`src/assert_macros.svh`:
```
// assertion macros shared by the generator modules
`ifndef ASSERT_MACROS_SVH
`define ASSERT_MACROS_SVH

// same-cycle implication, checked outside reset
`define ASSERT_IMPLIES(label, clk, rst, ante, cons) \
   label: assert property (@(posedge clk) disable iff (rst) (ante) |-> (cons)) \
      else $error("assertion failed: same-cycle implication");

// next-cycle implication, checked outside reset
`define ASSERT_NEXT(label, clk, rst, ante, cons) \
   label: assert property (@(posedge clk) disable iff (rst) (ante) |=> (cons)) \
      else $error("assertion failed: next-cycle implication");

`endif

```
`src/mtg_pkg.sv`:
```
// package: constants, state type and command/status structs of the generator
package mtg_pkg;

   localparam int unsigned StateWords  = 624;
   localparam int unsigned TwistOffset = 397;
   localparam int unsigned AddrBits    = $clog2(StateWords);

   localparam logic [31:0] TwistMatrix = 32'h9908_B0DF;
   localparam logic [31:0] LowerMask   = 32'h7FFF_FFFF;
   localparam logic [31:0] UpperMask   = 32'h8000_0000;
   localparam logic [31:0] InitMult    = 32'h6C07_8965;
   localparam logic [31:0] DefaultSeed = 32'd5489;
   localparam logic [31:0] TemperB     = 32'h9D2C_5680;
   localparam logic [31:0] TemperC     = 32'hEFC6_0000;

   localparam logic [AddrBits-1:0] LastAddr = AddrBits'(StateWords - 1);
   localparam logic [AddrBits-1:0] FarWrap  = AddrBits'(StateWords - TwistOffset);
   localparam logic [AddrBits-1:0] FarAdd   = AddrBits'(TwistOffset);
   localparam logic [AddrBits-1:0] FarSub   = AddrBits'(StateWords - TwistOffset);

   localparam logic OpDraw   = 1'b0;
   localparam logic OpReseed = 1'b1;

   typedef enum logic [1:0] {
      ST_FILL,
      ST_IDLE,
      ST_TWIST
   } state_type;

   typedef struct packed {
      logic load_seed;
      logic fill_step;
      logic draw_done;
   } cmd_type;

   typedef struct packed {
      logic fill_last;
      logic out_free;
   } status_type;

   function automatic logic [31:0] temper(input logic [31:0] w);
      logic [31:0] y;
      y = w ^ (w >> 11);
      y = y ^ ((y << 7) & TemperB);
      y = y ^ ((y << 15) & TemperC);
      y = y ^ (y >> 18);
      return y;
   endfunction

endpackage

```
`src/mtg_controller.sv`:
```
// controller: state machine sequencing seeding and draws
`include "assert_macros.svh"

module mtg_controller (
   input  logic                clock,
   input  logic                reset,
   input  logic                req_valid,
   input  logic                req_operation,
   output logic                req_stall,
   output mtg_pkg::cmd_type    cmd,
   input  mtg_pkg::status_type status
);

   import mtg_pkg::*;

   state_type state_ff, state_in;

   always_ff @(posedge clock) begin
      if (reset) begin
         state_ff <= ST_FILL;
      end else begin
         state_ff <= state_in;
      end
   end

   always_comb begin
      state_in  = state_ff;
      cmd       = '0;
      req_stall = 1'b1;
      case (state_ff)
         ST_FILL: begin
            cmd.fill_step = 1'b1;
            if (status.fill_last) begin
               state_in = ST_IDLE;
            end
         end
         ST_IDLE: begin
            req_stall = 1'b0;
            if (req_valid) begin
               if (req_operation == OpReseed) begin
                  cmd.load_seed = 1'b1;
                  state_in      = ST_FILL;
               end else begin
                  state_in = ST_TWIST;
               end
            end
         end
         ST_TWIST: begin
            if (status.out_free) begin
               cmd.draw_done = 1'b1;
               state_in      = ST_IDLE;
            end
         end
         default: begin
            state_in = ST_IDLE;
         end
      endcase
   end

   `ASSERT_NEXT(a_draw_enters_twist, clock, reset,
      req_valid && !req_stall && req_operation == OpDraw, state_ff == ST_TWIST)
   `ASSERT_NEXT(a_reseed_enters_fill, clock, reset,
      req_valid && !req_stall && req_operation == OpReseed, state_ff == ST_FILL)
   `ASSERT_IMPLIES(a_draw_needs_room, clock, reset, cmd.draw_done, status.out_free)
   `ASSERT_IMPLIES(a_one_command, clock, reset, 1'b1, $onehot0(cmd))

endmodule
```
`config.mk`:
```
export PLATFORM = sky130hd
export DESIGN_NAME = mtg_controller
export DESIGN_NICKNAME = d
export VERILOG_FILES = /design/src/mtg_pkg.sv /design/src/mtg_controller.sv
export VERILOG_INCLUDE_DIRS = /design/src /design/src/src
export SDC_FILE = /design/constraint.sdc
export NUM_CORES = 1
export LEC_CHECK = 0
export BUFFER_PORTS_ARGS = -buffer_cell sky130_fd_sc_hd__buf_4
export CAP_MARGIN = 5
export CORE_AREA = 2 2 39 41
export DETAILED_ROUTE_END_ITERATION = 10
export DIE_AREA = 0 0 41 43
export PLACE_DENSITY = 0.32
export SLEW_MARGIN = 5
export SYNTH_ARGS = -nofsm -noshare
export SYNTH_HDL_FRONTEND = slang
export SYNTH_SLANG_ARGS = --single-unit
```
`constraint.sdc`:
```
create_clock -name clock -period 2.4 [get_ports clock]
set_input_delay 0.72 -clock clock [delete_from_list [all_inputs] [get_ports clock]]
set_output_delay 0.72 -clock clock [all_outputs]
set_load 0.05 [all_outputs]
```
==> results.json <==
{
  "timing_worst_slew_pin_value_ps": 267,
  "grt_antenna_before_repair": 0,
  "yosysWarnings": 0,
  "met2RoutedLength_um": 119,
  "netSwitchingFraction_pct": 28.4,
  "grt_first_pass_wirelength_um": 496,
  "worstHoldPathCells": 2,
  "insertion_delay_ps": 220,
  "clkSlewWorstSetupHoldPaths_ps": 30,
  "critical_path_required_ps": 1680,
  "yosys_reg_bits": 2,
  "period_share_pct": 78.7,
  "grt_pass1_vias": 122,
  "top_regs": "state_ff x2",
  "setup_viol_count_final": 0,
  "i_o_pin_total": 10,
  "worst-r2r-cell-count": 2,
  "seq_power_share_pct": 26.0,
  "kind_of_launch_point_of_the_worst_setup_path": "input port",
  "dp_cells": 39,
  "layout_common_cells": "buf_4, nand2b_1, clkbuf_4, nor2_1, dfxtp_1",
  "detailroute.via_count": 141,
  "vdd.ir_drop.worst_v": 0.000180,
  "floorplan.initialDensity_pct": 8.50,
  "min_period_ps": 1890,
  "worst-endpoint-arrival_ps": 1170,
  "drcViolationCount": 0,
  "maxcap_violations": 0,
  "die_area_mm2": 0.00176,
  "sequential_share_of_the_synthesized_area_pct": 34.0,
  "timing.final.hold_violations": 0,
  "ctsRootBufferMaster": "clkbuf_4",
  "hold_slack_ps": 557,
  "timing_max_transition_violations_final": 0,
  "grt_setup_unrepaired": "false",
  "cts_tree": "built",
  "dr_wl_met3_um": 59,
  "clock_path_buffers": 2,
  "mostFrequentLayoutCell": "buf_4",
  "antennaDiodeCount": 0,
  "post_route_skew_ps": 2.96,
  "largest_net_degree_at_the_start_of_global_routing": 8,
  "cp_peak_stage_delay_ps": 220,
  "fp.dieW_um": 41,
  "avgViaCountPerCell": 3.36,
  "max-slew-margin-rel_pct": 82.2,
  "post_route_cells_drive_above_1_share_pct": 50.0,
  "endpoint_kind": "primary output",
  "pd_cells_mw_per_mm2": 633,
  "route.detailed.wl_per_inst_um": 8.12,
  "n_fill_cell": 164,
  "synthCells": 14,
  "ctsHtreeMaxLevel": 1,
  "gp_congestion": 0.581,
  "gr-usage-all-layers_pct": 4.61,
  "placement.io_buffers": 9,
  "p_switching_uw": 41.9,
  "seqCellArea_um2": 40.0,
  "design.core.area_mm2": 0.00138,
  "die_h_um": 43,
  "final_nets": 34,
  "intPower_uw": 105,
  "clock-sinks": 2,
  "detail_route.wirelength_um": 341,
  "outcome": "finished clean",
  "largest_reg_flops": 2,
  "synth.cell_area_um2": 118,
  "number_of_buffers_created_by_cts": 3,
  "timing.hold.worst.class": "register to register",
  "share_comb_of_total_power_pct": 24.0,
  "leakagePower_nw": 0.106,
  "cts.repair_timing.setup_buffer_count": 0,
  "power_frac_clock_pct": 49.9,
  "totalNegativeSetupSlack_ps": 0,
  "syn_area_per_cell_um2": 8.40,
  "detail_route.iter0.violations": 1,
  "worst_path_most_repeated_cell": "buf_4",
  "multi_input_comb_area_um2": 78.8,
  "cts_hold_repair.buffers": 0,
  "synth_fp_nets": 20,
  "total_power_uw": 147,
  "postLayoutCoreUtil_pct": 16.8,
  "wirelength_met1_um": 162,
  "criticalPathCategory": "input port to primary output",
  "critical_path.cell_chain": "buf_4, nor3b_2, buf_4",
  "std_cell_rows": 14,
  "cts.repair.resized": 0,
  "crit_path_top_delay_cell": "buf_4",
  "routed.top_layer": "met3",
  "area.growth.synth_to_final_pct": 97.9,
  "maxClockFrequency_mhz": 530,
  "yosys.cell_types.count": 9,
  "drt_pass1_iterations": 2,
  "grt.overflow.total": 0,
  "finish.cell_count_without_fillers": 42,
  "dp_hpwl_um": 278,
  "regMostFlops": "state_ff",
  "postRouteAntennaNets": 0,
  "worst-path-max-fanout": 2
}
==> cell type report <==
| class | instances | share of cell area (%) |
|---|---|---|
| multi-input cells | 11 | 33.9 |
| inverters | 1 | 1.61 |
| flip-flops and latches | 2 | 17.2 |
| clock buffers | 3 | 9.68 |
| well taps | 16 | 8.60 |
| repair buffers | 9 | 29.0 |
==> per-stage QoR <==
stage | setup WS (ps) | area [um^2]
2_1_floorplan | 162 | 123
3_3_place_gp | 508 | 210
3_5_place_dp | 497 | 210
4_1_cts | 497 | 233
5_1_grt | 463 | 233
6_report | 512 | 233
==> power by group through the flow <==
| stage | Combinational, mW | Sequential, mW | Clock, mW |
|---|---|---|---|
| CTS | 0.0359 | 0.0384 | 0.0789 |
| floorplan | 0.0217 | 0.0382 | 0 |
| global placement | 0.0360 | 0.0390 | 0 |
| detailed placement | 0.0358 | 0.0388 | 0 |
| finish | 0.0354 | 0.0384 | 0.0736 |
| global route | 0.0382 | 0.0388 | 0.0813 |
==> cell families after synthesis <==
family | synth area share [%]
simple gates | 46.8
buf+inv | 3.19
flops | 34.0
compound gates | 16.0
==> worst max-delay path, delay by kind of cell <==
kind,cells,cell delay [ps]
buffers and inverters,2,300
and+or+nand+nor,1,150
==> layer usage <==
metal	GRT usage, %	vias up
met2	4.06	9
met3	4.71	0
met4	4.00	0
met1	5.75	59
met5	0	-
li1	-	73
==> path summary, 6_finish.rpt <==
path                                          startpoint                       end  slack (ps)
worst min-delay path            state_ff[1]$_SDFFE_PP0P_  state_ff[0]$_SDFFE_PP0P_         560
worst max register to register  state_ff[1]$_SDFFE_PP0P_  state_ff[1]$_SDFFE_PP0P_        1530
worst max-delay path                           status[0]                    cmd[0]         510
worst min register to register  state_ff[1]$_SDFFE_PP0P_  state_ff[0]$_SDFFE_PP0P_         560
==> cells in the mapped netlist, drive strengths merged <==
cell type  n  area (um^2)
nand2b     3         18.8
nor3b      2         15.0
a311oi     1         8.76
o21ba      1         10.0
dfxtp      2         40.0
nor2       2         7.51
inv        1         3.75
nor4bb     1         10.0
nand2      1         3.75
Note: power is estimated with default switching activity, not from simulation.
